`config.mk`:
```
export PLATFORM = sky130hd
export DESIGN_NAME = length_typed_frame_deframer
export DESIGN_NICKNAME = d
export VERILOG_FILES = /design/src/sv/ltfd_pkg.sv /design/src/sv/ltfd_ram.sv /design/src/sv/ltfd_queue.sv /design/src/sv/ltfd_front.sv /design/src/sv/ltfd_back.sv /design/src/sv/length_typed_frame_deframer.sv
export SDC_FILE = /design/constraint.sdc
export NUM_CORES = 1
export LEC_CHECK = 0
export BUFFER_PORTS_ARGS = -buffer_cell sky130_fd_sc_hd__buf_2
export CORE_MARGIN = 1.5
export CORE_UTILIZATION = 55
export CTS_CLUSTER_SIZE = 40
export DETAILED_ROUTE_END_ITERATION = 8
export PLACE_DENSITY_LB_ADDON = 0.3
export SYNTH_ARGS = -nofsm -noshare
export SYNTH_HDL_FRONTEND = slang
export SYNTH_SLANG_ARGS = --single-unit
```
`constraint.sdc`:
```
create_clock -name clock -period 9.1 [get_ports clock]
set_input_delay 0 -clock clock [delete_from_list [all_inputs] [get_ports clock]]
set_output_delay 0 -clock clock [all_outputs]
set_load 0.005 [all_outputs]
```
`src/sv/ltfd_pkg.sv`:
```
`timescale 1ns / 1ps
`default_nettype none
package ltfd_pkg;

   // payload buffer geometry
   localparam int MAX_PAYLOAD = 128;
   localparam int ADDR_W      = $clog2(MAX_PAYLOAD);
   // values per frame, up to half the payload length
   localparam int CNT_W       = $clog2(MAX_PAYLOAD / 2 + 1);

   // largest accepted length byte
   localparam logic [7:0] MAX_LEN = 8'(MAX_PAYLOAD);

   // frame delimiters
   localparam logic [7:0] CHAR_B  = 8'h62;
   localparam logic [7:0] CHAR_Y  = 8'h79;
   localparam logic [7:0] CHAR_CR = 8'h0d;
   localparam logic [7:0] CHAR_LF = 8'h0a;

   // frame types that produce values
   localparam logic [7:0] KIND_INT16 = 8'd5;
   localparam logic [7:0] KIND_FLOAT = 8'd6;

   // output word layout
   localparam int VALUE_W   = 32;
   localparam int INDEX_W   = 6;
   localparam int RSP_DATA_W = 40;

   typedef enum logic [2:0] {
      PH_HUNT  = 3'd0,
      PH_GOT_B = 3'd1,
      PH_LEN   = 3'd2,
      PH_TYPE  = 3'd3,
      PH_DATA  = 3'd4,
      PH_CR    = 3'd5,
      PH_LF    = 3'd6
   } phase_type;

   typedef enum logic [2:0] {
      BK_IDLE  = 3'd0,
      BK_READ  = 3'd1,
      BK_LATCH = 3'd2,
      BK_SCALE = 3'd3,
      BK_PUSH  = 3'd4
   } back_state_type;

   // one good frame waiting to be drained
   typedef struct packed {
      logic             is_float;
      logic [CNT_W-1:0] count;
   } desc_type;

   // payload buffer write port
   typedef struct packed {
      logic              en;
      logic [ADDR_W-1:0] addr;
      logic [7:0]        data;
   } wr_type;

   // queue and drain status seen by the parser
   typedef struct packed {
      logic full;
      logic busy;
   } status_type;

endpackage
`default_nettype wire

```
`src/sv/ltfd_ram.sv`:
```
`timescale 1ns / 1ps
`default_nettype none
module ltfd_ram #(
   parameter int WIDTH = 8,
   parameter int DEPTH = 128
) (
   input  wire logic                     clock,
   input  wire logic                     wr_en,
   input  wire logic [$clog2(DEPTH)-1:0] wr_addr,
   input  wire logic [WIDTH-1:0]         wr_data,
   input  wire logic                     rd_en,
   input  wire logic [$clog2(DEPTH)-1:0] rd_addr,
   output logic      [WIDTH-1:0]         rd_data
);

   logic [WIDTH-1:0] mem_ff [DEPTH];
   logic [WIDTH-1:0] rd_data_ff;

   // write port
   always_ff @(posedge clock) begin
      if (wr_en) begin
         mem_ff[wr_addr] <= wr_data;
      end
   end

   // registered read port
   always_ff @(posedge clock) begin
      if (rd_en) begin
         rd_data_ff <= mem_ff[rd_addr];
      end
   end

   assign rd_data = rd_data_ff;

endmodule
`default_nettype wire

```
`src/sv/ltfd_queue.sv`:
```
`timescale 1ns / 1ps
`default_nettype none
module ltfd_queue (
   input  wire logic               clock,
   input  wire logic               reset,
   input  wire logic               push,
   input  wire ltfd_pkg::desc_type push_desc,
   input  wire logic               pop,
   output ltfd_pkg::desc_type      head,
   output logic                    empty,
   output logic                    full
);

   ltfd_pkg::desc_type slot_ff [2];
   logic               wr_ptr_ff, wr_ptr_in;
   logic               rd_ptr_ff, rd_ptr_in;
   logic [1:0]         count_ff, count_in;
   logic               do_push, do_pop;

   assign empty   = (count_ff == 2'd0);
   assign full    = (count_ff == 2'd2);
   assign do_push = push && !full;
   assign do_pop  = pop && !empty;
   assign head    = slot_ff[rd_ptr_ff];

   // pointer and fill bookkeeping
   always_comb begin
      wr_ptr_in = do_push ? !wr_ptr_ff : wr_ptr_ff;
      rd_ptr_in = do_pop ? !rd_ptr_ff : rd_ptr_ff;
      count_in  = count_ff;
      if (do_push && !do_pop) begin
         count_in = count_ff + 2'd1;
      end else if (do_pop && !do_push) begin
         count_in = count_ff - 2'd1;
      end
   end

   always_ff @(posedge clock) begin
      if (reset) begin
         wr_ptr_ff <= 1'b0;
         rd_ptr_ff <= 1'b0;
         count_ff  <= 2'd0;
      end else begin
         wr_ptr_ff <= wr_ptr_in;
         rd_ptr_ff <= rd_ptr_in;
         count_ff  <= count_in;
      end
   end

   // descriptor storage
   always_ff @(posedge clock) begin
      if (do_push) begin
         slot_ff[wr_ptr_ff] <= push_desc;
      end
   end

endmodule
`default_nettype wire

```
`src/sv/ltfd_front.sv`:
```
`timescale 1ns / 1ps
`default_nettype none
module ltfd_front (
   input  wire logic                 clock,
   input  wire logic                 reset,
   input  wire logic                 req_tvalid,
   output logic                      req_tready,
   input  wire logic [7:0]           req_byte,
   input  wire ltfd_pkg::status_type status,
   output ltfd_pkg::wr_type          wr,
   output logic                      push,
   output ltfd_pkg::desc_type        push_desc
);

   ltfd_pkg::phase_type phase_ff, phase_in;
   logic [7:0]          len_ff, len_in;
   logic [7:0]          kind_ff, kind_in;
   logic [7:0]          pos_ff, pos_in;
   logic                accept;
   logic [7:0]          pos_next;
   ltfd_pkg::phase_type restart;

   // payload writes wait until the previous frame has been read out
   assign req_tready = !status.full && !((phase_ff == ltfd_pkg::PH_DATA) && status.busy);
   assign accept     = req_tvalid && req_tready;
   assign pos_next   = pos_ff + 8'd1;
   assign restart    = (req_byte == ltfd_pkg::CHAR_B) ? ltfd_pkg::PH_GOT_B : ltfd_pkg::PH_HUNT;

   always_ff @(posedge clock) begin
      if (reset) begin
         phase_ff <= ltfd_pkg::PH_HUNT;
         len_ff   <= 8'd0;
         kind_ff  <= 8'd0;
         pos_ff   <= 8'd0;
      end else begin
         phase_ff <= phase_in;
         len_ff   <= len_in;
         kind_ff  <= kind_in;
         pos_ff   <= pos_in;
      end
   end

   // parser next state, buffer writes and frame hand-off
   always_comb begin
      phase_in       = phase_ff;
      len_in         = len_ff;
      kind_in        = kind_ff;
      pos_in         = pos_ff;
      wr.en          = 1'b0;
      wr.addr        = pos_ff[ltfd_pkg::ADDR_W-1:0];
      wr.data        = req_byte;
      push           = 1'b0;
      push_desc.is_float = (kind_ff == ltfd_pkg::KIND_FLOAT);
      push_desc.count    = '0;
      if (kind_ff == ltfd_pkg::KIND_INT16) begin
         push_desc.count = ltfd_pkg::CNT_W'(len_ff >> 1);
      end else if (kind_ff == ltfd_pkg::KIND_FLOAT) begin
         push_desc.count = ltfd_pkg::CNT_W'(len_ff >> 2);
      end
      if (accept) begin
         unique case (phase_ff)
            ltfd_pkg::PH_GOT_B: begin
               phase_in = (req_byte == ltfd_pkg::CHAR_Y) ? ltfd_pkg::PH_LEN : restart;
            end
            ltfd_pkg::PH_LEN: begin
               if (req_byte > ltfd_pkg::MAX_LEN) begin
                  phase_in = restart;
               end else begin
                  len_in   = req_byte;
                  phase_in = ltfd_pkg::PH_TYPE;
               end
            end
            ltfd_pkg::PH_TYPE: begin
               kind_in  = req_byte;
               pos_in   = 8'd0;
               phase_in = (len_ff == 8'd0) ? ltfd_pkg::PH_CR : ltfd_pkg::PH_DATA;
            end
            ltfd_pkg::PH_DATA: begin
               wr.en  = 1'b1;
               pos_in = pos_next;
               if (pos_next >= len_ff) begin
                  phase_in = ltfd_pkg::PH_CR;
               end
            end
            ltfd_pkg::PH_CR: begin
               phase_in = (req_byte == ltfd_pkg::CHAR_CR) ? ltfd_pkg::PH_LF : restart;
            end
            ltfd_pkg::PH_LF: begin
               if (req_byte == ltfd_pkg::CHAR_LF) begin
                  push     = (push_desc.count != '0);
                  phase_in = ltfd_pkg::PH_HUNT;
               end else begin
                  phase_in = restart;
               end
            end
            default: begin
               phase_in = restart;
            end
         endcase
      end
   end

endmodule
`default_nettype wire

```
`src/sv/ltfd_back.sv`:
```
`timescale 1ns / 1ps
`default_nettype none
module ltfd_back (
   input  wire logic                        clock,
   input  wire logic                        reset,
   input  wire ltfd_pkg::desc_type          head,
   input  wire logic                        empty,
   output logic                             pop,
   output logic                             busy,
   output logic                             rd_en,
   output logic [ltfd_pkg::ADDR_W-1:0]      rd_addr,
   input  wire logic [7:0]                  rd_data,
   output logic                             rsp_tvalid,
   input  wire logic                        rsp_tready,
   output logic [ltfd_pkg::RSP_DATA_W-1:0]  rsp_tdata,
   output logic                             rsp_tuser,
   output logic                             rsp_tlast
);

   ltfd_pkg::back_state_type          state_ff, state_in;
   logic                              is_float_ff, is_float_in;
   logic [ltfd_pkg::CNT_W-1:0]        count_ff, count_in;
   logic [ltfd_pkg::CNT_W-1:0]        val_idx_ff, val_idx_in;
   logic [1:0]                        sub_ff, sub_in;
   logic [ltfd_pkg::ADDR_W-1:0]       addr_ff, addr_in;
   logic [31:0]                       asm_ff, asm_in;
   logic [ltfd_pkg::VALUE_W-1:0]      value_ff, value_in;

   logic                              rsp_valid_ff, rsp_valid_in;
   logic [ltfd_pkg::VALUE_W-1:0]      rsp_value_ff, rsp_value_in;
   logic                              rsp_kind_ff, rsp_kind_in;
   logic [ltfd_pkg::INDEX_W-1:0]      rsp_index_ff, rsp_index_in;
   logic                              rsp_last_ff, rsp_last_in;

   logic                              out_free;
   logic                              last_val;
   logic                              last_byte;
   logic [31:0]                       sext;

   assign out_free  = !rsp_valid_ff || rsp_tready;
   assign last_val  = ((val_idx_ff + ltfd_pkg::CNT_W'(1)) == count_ff);
   assign last_byte = is_float_ff ? (sub_ff == 2'd3) : (sub_ff == 2'd1);
   assign sext      = {{16{asm_ff[31]}}, asm_ff[31:16]};
   assign busy      = (state_ff != ltfd_pkg::BK_IDLE);
   assign rd_addr   = addr_ff;

   always_ff @(posedge clock) begin
      if (reset) begin
         state_ff     <= ltfd_pkg::BK_IDLE;
         rsp_valid_ff <= 1'b0;
      end else begin
         state_ff     <= state_in;
         rsp_valid_ff <= rsp_valid_in;
      end
   end

   always_ff @(posedge clock) begin
      is_float_ff  <= is_float_in;
      count_ff     <= count_in;
      val_idx_ff   <= val_idx_in;
      sub_ff       <= sub_in;
      addr_ff      <= addr_in;
      asm_ff       <= asm_in;
      value_ff     <= value_in;
      rsp_value_ff <= rsp_value_in;
      rsp_kind_ff  <= rsp_kind_in;
      rsp_index_ff <= rsp_index_in;
      rsp_last_ff  <= rsp_last_in;
   end

   // drain sequencer: read bytes, assemble, scale, hand to output register
   always_comb begin
      state_in     = state_ff;
      is_float_in  = is_float_ff;
      count_in     = count_ff;
      val_idx_in   = val_idx_ff;
      sub_in       = sub_ff;
      addr_in      = addr_ff;
      asm_in       = asm_ff;
      value_in     = value_ff;
      rsp_valid_in = rsp_valid_ff && !rsp_tready;
      rsp_value_in = rsp_value_ff;
      rsp_kind_in  = rsp_kind_ff;
      rsp_index_in = rsp_index_ff;
      rsp_last_in  = rsp_last_ff;
      pop          = 1'b0;
      rd_en        = 1'b0;
      unique case (state_ff)
         ltfd_pkg::BK_IDLE: begin
            if (!empty) begin
               pop         = 1'b1;
               is_float_in = head.is_float;
               count_in    = head.count;
               val_idx_in  = '0;
               sub_in      = 2'd0;
               addr_in     = '0;
               state_in    = ltfd_pkg::BK_READ;
            end
         end
         ltfd_pkg::BK_READ: begin
            rd_en    = 1'b1;
            state_in = ltfd_pkg::BK_LATCH;
         end
         ltfd_pkg::BK_LATCH: begin
            // bytes arrive low first, so shift in from the top
            asm_in  = {rd_data, asm_ff[31:8]};
            addr_in = addr_ff + ltfd_pkg::ADDR_W'(1);
            if (last_byte) begin
               sub_in   = 2'd0;
               state_in = ltfd_pkg::BK_SCALE;
            end else begin
               sub_in   = sub_ff + 2'd1;
               state_in = ltfd_pkg::BK_READ;
            end
         end
         ltfd_pkg::BK_SCALE: begin
            // int16 times 20 as 16s + 4s, exact in 32 bits
            if (is_float_ff) begin
               value_in = asm_ff;
            end else begin
               value_in = (sext << 4) + (sext << 2);
            end
            state_in = ltfd_pkg::BK_PUSH;
         end
         ltfd_pkg::BK_PUSH: begin
            if (out_free) begin
               rsp_valid_in = 1'b1;
               rsp_value_in = value_ff;
               rsp_kind_in  = is_float_ff;
               rsp_index_in = val_idx_ff[ltfd_pkg::INDEX_W-1:0];
               rsp_last_in  = last_val;
               val_idx_in   = val_idx_ff + ltfd_pkg::CNT_W'(1);
               state_in     = last_val ? ltfd_pkg::BK_IDLE : ltfd_pkg::BK_READ;
            end
         end
         default: begin
            state_in = ltfd_pkg::BK_IDLE;
         end
      endcase
   end

   // output register drives the result channel
   assign rsp_tvalid = rsp_valid_ff;
   assign rsp_tdata  = {2'b00, rsp_index_ff, rsp_value_ff};
   assign rsp_tuser  = rsp_kind_ff;
   assign rsp_tlast  = rsp_last_ff;

   // value counter stays inside the frame while draining
   a_idx_in_range: assert property (@(posedge clock) disable iff (reset)
      (state_ff != ltfd_pkg::BK_IDLE) |-> (val_idx_ff < count_ff))
      else $error("value index ran past frame count");

   // buffer data is captured only in the cycle after its read was issued
   a_read_before_latch: assert property (@(posedge clock) disable iff (reset)
      (state_ff == ltfd_pkg::BK_LATCH) |-> ($past(state_ff) == ltfd_pkg::BK_READ))
      else $error("latched buffer data without a read");

   // byte counter is rewound once a value is complete
   a_sub_rewound: assert property (@(posedge clock) disable iff (reset)
      (state_ff == ltfd_pkg::BK_SCALE) |-> (sub_ff == 2'd0))
      else $error("byte counter not rewound");

   // a frame is taken from the queue only when the drain is idle
   a_pop_idle: assert property (@(posedge clock) disable iff (reset)
      pop |=> (state_ff == ltfd_pkg::BK_READ))
      else $error("frame popped without starting its drain");

endmodule
`default_nettype wire

```
`src/sv/length_typed_frame_deframer.sv`:
```
// Length-typed frame deframer.
// req channel: one received serial byte per word in req_tdata[7:0].
// rsp channel: one value per word; rsp_tdata holds the value in bits 31:0
// (Q15 of 20*int16, or float32 bits) and the position in the frame in bits
// 37:32; rsp_tuser is 0 for scaled int16 and 1 for float32; rsp_tlast marks
// the last value of a frame.
// Frames are 'b' 'y' length type payload CR LF; only types 5 and 6 with an
// intact trailer produce values, and lengths above 128 drop the frame.
// Throughput: header, trailer and payload bytes go in at one per cycle while
// the frame queue has room. Once a good frame is queued the drain reads the
// payload buffer through its single read port, issuing a read and then
// latching the byte for each byte of a value, then scales the value and hands
// it to the output register before it reads the next value. Payload bytes of
// the next frame stall until that drain is done.
// Reset clears the parser to hunting, empties the frame queue and drops any
// value not yet delivered. When rsp_tready is low the value holds in the
// output register and the drain waits; the parser keeps taking header bytes.
`timescale 1ns / 1ps
`default_nettype none
module length_typed_frame_deframer (
   input  wire logic        clock,
   input  wire logic        reset,
   input  wire logic        req_tvalid,
   output logic             req_tready,
   input  wire logic [7:0]  req_tdata,   // rx_byte
   output logic             rsp_tvalid,
   input  wire logic        rsp_tready,
   output logic [39:0]      rsp_tdata,   // sample_value, channel_index, zero pad
   output logic             rsp_tuser,   // sample_kind
   output logic             rsp_tlast    // frame_last
);

   ltfd_pkg::wr_type             wr;
   ltfd_pkg::status_type         status;
   ltfd_pkg::desc_type           push_desc;
   ltfd_pkg::desc_type           head;
   logic                         push;
   logic                         pop;
   logic                         empty;
   logic                         full;
   logic                         back_busy;
   logic                         rd_en;
   logic [ltfd_pkg::ADDR_W-1:0]  rd_addr;
   logic [7:0]                   rd_data;

   // buffer is in use while a frame waits or drains
   assign status.full = full;
   assign status.busy = back_busy || !empty;

   ltfd_front u_front (
      .clock      (clock),
      .reset      (reset),
      .req_tvalid (req_tvalid),
      .req_tready (req_tready),
      .req_byte   (req_tdata),
      .status     (status),
      .wr         (wr),
      .push       (push),
      .push_desc  (push_desc)
   );

   ltfd_ram #(
      .WIDTH (8),
      .DEPTH (ltfd_pkg::MAX_PAYLOAD)
   ) u_store (
      .clock   (clock),
      .wr_en   (wr.en),
      .wr_addr (wr.addr),
      .wr_data (wr.data),
      .rd_en   (rd_en),
      .rd_addr (rd_addr),
      .rd_data (rd_data)
   );

   ltfd_queue u_queue (
      .clock     (clock),
      .reset     (reset),
      .push      (push),
      .push_desc (push_desc),
      .pop       (pop),
      .head      (head),
      .empty     (empty),
      .full      (full)
   );

   ltfd_back u_back (
      .clock      (clock),
      .reset      (reset),
      .head       (head),
      .empty      (empty),
      .pop        (pop),
      .busy       (back_busy),
      .rd_en      (rd_en),
      .rd_addr    (rd_addr),
      .rd_data    (rd_data),
      .rsp_tvalid (rsp_tvalid),
      .rsp_tready (rsp_tready),
      .rsp_tdata  (rsp_tdata),
      .rsp_tuser  (rsp_tuser),
      .rsp_tlast  (rsp_tlast)
   );

endmodule
`default_nettype wire

```
Yosys cells after proc, flatten, opt, wreduce, memory -nomap -nowiden

Memories as Yosys holds them, arrays and structs flattened. A register that Yosys moved wholly into a read port is not among the register bits.
Index checks and enable logic that the tools add are counted.

Bits in registers: 155
Bits in latches: 0
Memory bits (writable): 1040
ROM bits: 0
Memories: 2

Add/sub/neg operators: 7
$mul: 0
Divide/modulo/power cells: 0
$lt $le $gt $ge: 2
Equality and inequality tests: 23
Shifts and indexed selects: 0
Multiplexer cells: 41
Bitwise logic cells: 2
Reductions and logical operators: 37

Memories:

| memory          | words | bits a word | rd ports | clocked after memory_dff | write ports | line             | RTL |
|---|---|---|---|---|---|---|---|
| u_store.mem_ff  | 128   | 8           | 1        | 1                        | 1           | ltfd_ram.sv:16   | `logic [WIDTH-1:0] mem_ff [DEPTH];` |
| u_queue.slot_ff | 2     | 8           | 1        | 1                        | 1           | ltfd_queue.sv:14 | `ltfd_pkg::desc_type slot_ff [2];` |

Operator list:

| kind                                                                  | count |
|---|---|
| 32-bit two-way mux                                                    | 1 |
| 7-bit case mux with 2 select lines                                    | 2 |
| 20-bit by 18-bit adder with 21-bit output                             | 1 |
| 3-bit two-way mux                                                     | 7 |
| 7-bit two-way mux                                                     | 3 |
| 1-bit two-way mux                                                     | 18 |
| 3-bit case mux with 6 select lines                                    | 1 |
| 8-bit by 3-bit equality test with 1-bit output, second input constant | 2 |
| 8-bit by 4-bit equality test with 1-bit output, second input constant | 2 |
| 8-bit by 7-bit equality test with 1-bit output, second input constant | 2 |
| 8-bit case mux with 2 select lines                                    | 1 |
| 3-bit case mux with 5 select lines                                    | 1 |
| 7-bit by 1-bit adder with 7-bit output, second input constant         | 2 |
| 2-bit AND reduction                                                   | 7 |
| 3-bit by 2-bit equality test with 1-bit output, second input constant | 4 |
| 3-bit equality test, second input constant                            | 4 |
| 2-bit two-way mux                                                     | 5 |
| 1-bit logical NOT                                                     | 9 |
| 8-bit by 1-bit adder with 8-bit output, second input constant         | 1 |
| 8-bit greater-or-equal comparator                                     | 1 |
| 8-bit > comparator, second input constant                             | 1 |
| 1-bit logical AND                                                     | 8 |
| 8-bit logical NOT                                                     | 1 |
| 2-bit nonzero test                                                    | 4 |
| 17 further kinds                                                      | 24 |

Depth between registers and ports, before layout

Depth after elaboration: 13
Depth in mapped cells: 12

Modules after synthesis

A second synthesis with hierarchy kept.

Cell total of the unflattened synthesis: 2281
Area, all modules: 47800.8 µm²

Modules (own cells, without submodules):

| module                      | instances | cells each | area each (µm²) | sequential area each (µm²) |
|---|---|---|---|---|
| ltfd_ram                    | 1         | 1635       | 39745.6         | 30989.7 |
| ltfd_back                   | 1         | 369        | 5474.0          | 3923.8 |
| ltfd_front                  | 1         | 226        | 1781.7          | 540.5 |
| ltfd_queue                  | 1         | 50         | 793.3           | 580.6 |
| length_typed_frame_deframer | 1         | 1          | 6.3             | 0.0 |

Worst setup path after synthesis

No wires, ideal clock.

Kind: reg2reg
Start: register u_back.state_ff[1]
End: register u_back.value_ff[0] in the netlist's numbering (enable)
Setup time: 470 ps
Arrival time: 3008 ps
Required time: 8630 ps
Slack: 5622 ps
Cell stages (with the launch flop): 3
Clock period less this slack: 3478 ps
Path through: dfxtp_1 > inv_1 > nor3b_1

Cells in the longest elaborated chain, start to end: 1

Ends and longest elaborated chain:

| item                                           | line            | RTL |
|---|---|---|
| from (decl)                                    | ltfd_back.sv:20 | `ltfd_pkg::back_state_type state_ff, state_in;` |
| from (signal assigned)                         | ltfd_back.sv:49 | `state_ff <= ltfd_pkg::BK_IDLE;` |
| from (signal assigned)                         | ltfd_back.sv:52 | `state_ff <= state_in;` |
| 3-bit by 2-bit equality test with 1-bit output | ltfd_back.sv:88 | `unique case (state_ff)` |
| to (signal assigned)                           | ltfd_back.sv:64 | `value_ff <= value_in;` |
| to (decl)                                      | ltfd_back.sv:27 | `logic [ltfd_pkg::VALUE_W-1:0] value_ff, value_in;` |

Every way passes these cells.
A chain may end at the register's enable or synchronous reset.

Worst setup path after layout

Start: register u_back.state_ff[2]
End: memory u_store.mem_ff[93][0] (enable)

Cells in the longest elaborated chain, start to end: 9

Ends and longest elaborated chain:

| item                                    | line                              | RTL |
|---|---|---|
| 3-bit nonzero test                      | ltfd_back.sv:44                   | `assign busy = (state_ff != ltfd_pkg::BK_IDLE);` |
| 1-bit logical OR                        | length_typed_frame_deframer.sv:48 | `assign status.busy = back_busy \|\| !empty;` |
| 1-bit logical AND                       | ltfd_front.sv:24                  | `assign req_tready = !status.full && !((phase_ff == ltfd_pkg::PH_DATA) && status.busy);` |
| 1-bit logical NOT                       | ltfd_front.sv:24                  |  |
| 1-bit logical AND                       | ltfd_front.sv:24                  |  |
| 1-bit logical AND                       | ltfd_front.sv:25                  | `assign accept = req_tvalid && req_tready;` |
| 1-bit two-way mux                       | ltfd_front.sv:60                  | `if (accept) begin` |
| 1-bit two-way mux                       | ltfd_ram.sv:21                    | `if (wr_en) begin` |
| 1-bit two-way mux (implied by the code) | ltfd_ram.sv:22                    | `mem_ff[wr_addr] <= wr_data;` |
| to (decl)                               | ltfd_ram.sv:16                    |  |

Every way passes these cells.

==> results.sh <==
export IMPL_drcViolationCount=0
export IMPL_drt_iter0_markers=2846
export IMPL_worstSetupStartpointType="flop"
export IMPL_drive_above_1_share_pct=17.9
export IMPL_min_period_ps=4070
export IMPL_async_flop_share_pct=0
export IMPL_die_w_um=299
export IMPL_synthTopCellsByArea="edfxtp_1 73%, mux4_2 8.5%, mux2i_1 3.8%"
export IMPL_clockBufferDepth=3
export IMPL_syn_to_final_growth_pct=10.5
export IMPL_synth_most_common_cell="edfxtp_1"
export IMPL_cts_max_level=3
export IMPL_maxSlewViolCount=0
export IMPL_syn_avg_cell_area_um2=18.3
export IMPL_fmax_mhz=245
export IMPL_die_area_um2=89400
export IMPL_drtAntennaViolNets=0
export IMPL_cts_buffers=116
export IMPL_leakagePower_nw=17.0
export IMPL_via_count=25073
export IMPL_multi_input_area_um2=11400
export IMPL_ys_warnings_count=0
export IMPL_register_area_um2=36000
export IMPL_synth_ff_type="edfxtp_1"
export IMPL_setup_ws_ps=5030
export IMPL_r2r_end="u_store.mem_ff[93][0]"
export IMPL_insertion_delay_ps=690
export IMPL_ys_ff_latch=1211
export IMPL_drt_first_pass_iters=7
export IMPL_die_h_um=299
export IMPL_crit_buf_inv=0
export IMPL_grt_first_pass_wirelength_um=162000
export IMPL_cts_hold_buf=12
export IMPL_grt_overflow=0
export IMPL_routedWlPerCell_um=27.7
export IMPL_nNetsFinal=2751
export IMPL_status="complete, no violations"
export IMPL_io_pin_count=56
export IMPL_ys_seq_area_share_pct=74.7
export IMPL_critPathKind="flop to flop"
export IMPL_place_area_um2=49500
export IMPL_antenna_found_initial=0
export IMPL_cts_root_buf="clkbuf_16"
export IMPL_worst_slew_pin_slew_ps=1160
export IMPL_cts_tree="yes"
export IMPL_reg2reg_from="u_back.state_ff[2]"
export IMPL_place_hpwl_um=67800
export IMPL_yosysTopAreaCellShare_pct=73.3
export IMPL_synth_edf_count=1176
export IMPL_setup_viol=0
export IMPL_reg2reg_slack_ps=5030
export IMPL_yosysTopAreaCell="edfxtp_1"
export IMPL_arrival_ps=4370
export IMPL_maxCapViolations=0
export IMPL_slowest_delay_ps=1170
export IMPL_rsz0062_at_grt="no"
export IMPL_yosysUniqueCellTypes=69
export IMPL_setup_worst_path_end_class="flop"
export IMPL_nFillCells=6065
export IMPL_diodes=0
export IMPL_design_area_um2=53300
export IMPL_postCtsSetupBuffers=0
export IMPL_hp_class="primary input to flop"
export IMPL_fin_skew_ps=26.4
export IMPL_crit_cells=5
export IMPL_via_per_inst=6.33
export IMPL_hold_depth=2
export IMPL_path_cells="nor4_4 > and2_1 > and3_1 > nand3_2 > nor2_1"
export IMPL_syn_area_um2=48200
export IMPL_vdd_ir_drop_max_mv=0.189
export IMPL_fp_coreArea_um2=86800
export IMPL_slowest_stage="nor2_1"
export IMPL_grt_max_degree=111
export IMPL_finalHoldViolCount=0
export IMPL_place_ws_ps=5240
export IMPL_wirelength_um=110000
export IMPL_required_ps=9390
export IMPL_reg2reg_depth=5
export IMPL_cts_resized_gates=0
export IMPL_start_util_pct=55.6
export IMPL_min_from="req_tdata[2]"
export IMPL_crit_path_max_fanout=16
export IMPL_synthCells=2629
export IMPL_fin_crit_sh_pct=44.8
export IMPL_grt_pass1_vias=25128
export IMPL_slew_headroom_pct=22.4
export IMPL_power_density_nw_per_um2=264
export IMPL_rows=108
export IMPL_gp_congestion=0.907
export IMPL_hold_path_end="u_store.mem_ff[116][2]"
export IMPL_crit_family="simple AND/OR/NAND/NOR gates"
export IMPL_grt_use_total_pct=24.5
export IMPL_port_buffer_count=53
export IMPL_yosys_top_cells_count="1176 x edfxtp_1, 204 x nor2_1, 185 x mux2i_1"
export IMPL_setup_tns_ps=0
export IMPL_cts_sinks=1211
export IMPL_clk_pin_slew_ps=60
[how the worst max path moves through the flow]
stage | from | to
6_report | u_back.state_ff[2] | u_store.mem_ff[93][0]
3_3_place_gp | u_back.rd_addr[1] | u_store.rd_data[4]
4_1_cts | u_back.state_ff[2] | u_store.mem_ff[93][5]
5_1_grt | u_back.state_ff[2] | u_store.mem_ff[89][0]
2_1_floorplan | u_back.state_ff[1] | u_back.value_ff[0]
3_5_place_dp | u_back.state_ff[2] | u_store.mem_ff[93][1]
[per-layer routing]
metal	vias to the layer above	global-route usage (%)	wire length (µm)
met3	195	4.51	9580
li1	10709	-	-
met4	0	9.03	3690
met5	-	0	0
met1	12880	33.3	42300
met2	1289	40.0	54000
[cells by family (layout without fill, tap and decap cells)]
family	after synthesis	after routing	share of synthesized area (%)
multiplexers	407	407	13.3
other	1	2	0.00778
adder cells (fa/ha/maj)	28	28	0.742
XOR/XNOR	35	35	0.636
buffers and inverters	160	334	1.75
flip-flops	1211	1211	74.7
AND/OR/NAND/NOR	466	466	4.47
AO/OA/AOI/OAI	321	321	4.40
[stage by stage]
stage	power (mW)	std cells	utilization, %	hold slack (ps)
floorplan	8.69	2630	-	98.9
global placement	9.56	3736	57.1	354
detailed placement	9.61	3736	57.1	342
CTS	14.1	3959	61.4	244
global route	14.5	3959	61.4	261
finish	14.1	3959	61.4	263
[report_power, final]
group	switching [mW]	internal (mW)	total, mW
clock network	2.00	2.54	4.54
registers	0.155	6.29	6.45
logic	1.82	1.24	3.06
total	3.97	10.1	14.1
[worst register-to-register path, delay by kind of cell (launching register included)]
family / cells / cell delay, ps
flops: 1 / 410
simple gates: 5 / 3280
[registers in the layout, summed over array words and instances, names as in the netlist, 6 cells and up]
name,flops
u_store.mem_ff,1024
u_back.asm_ff,32
u_back.rsp_value_ff,32
u_back.value_ff,32
u_queue.slot_ff,16
u_front.kind_ff,8
u_front.len_ff,8
u_front.pos_ff,8
u_store.rd_data,8
u_back.count_ff,7
u_back.rd_addr,7
u_back.val_idx_ff,7
u_back.rsp_index_ff,6
[final cells by class]
type / count / area share (%)
clock buffers: 148 / 5.89
clock inverters: 63 / 0.841
repair buffers: 103 / 1.34
flip-flops and latches: 1211 / 67.6
multi-input cells: 1259 / 21.4
inverters: 20 / 0.141
well taps: 1155 / 2.71
[placed cells by master, fill, tap and decap left out, types with 6 or more instances in the layout]
master and instances:
nand3_1 33, nor4_1 6, nor2b_1 19, edfxtp_1 1176, nor3_1 11, mux2i_1 185
nand2b_1 7, clkinvlp_4 7, xnor2_1 15, a31oi_1 17, and2_1 6, a221oi_1 18
dfxtp_1 35, nand4_1 6, mux4_2 182, nand2_1 108, a21oi_1 71, a22oi_1 70
a21boi_0 14, nor3b_1 6, buf_4 44, clkinv_1 21, and4_1 9, nor2_1 201
a22o_1 13, buf_2 45, mux2_2 40, ha_1 27, clkinv_2 25, inv_1 20
clkbuf_16 120, and3_1 13, dlygate4sd3_1 12, xor2_1 20, nand3b_1 8, a21o_1 7
a211oi_1 6, clkbuf_1 25, a32oi_1 6, o21ai_0 66
Note: power is estimated with default switching activity, not from simulation.
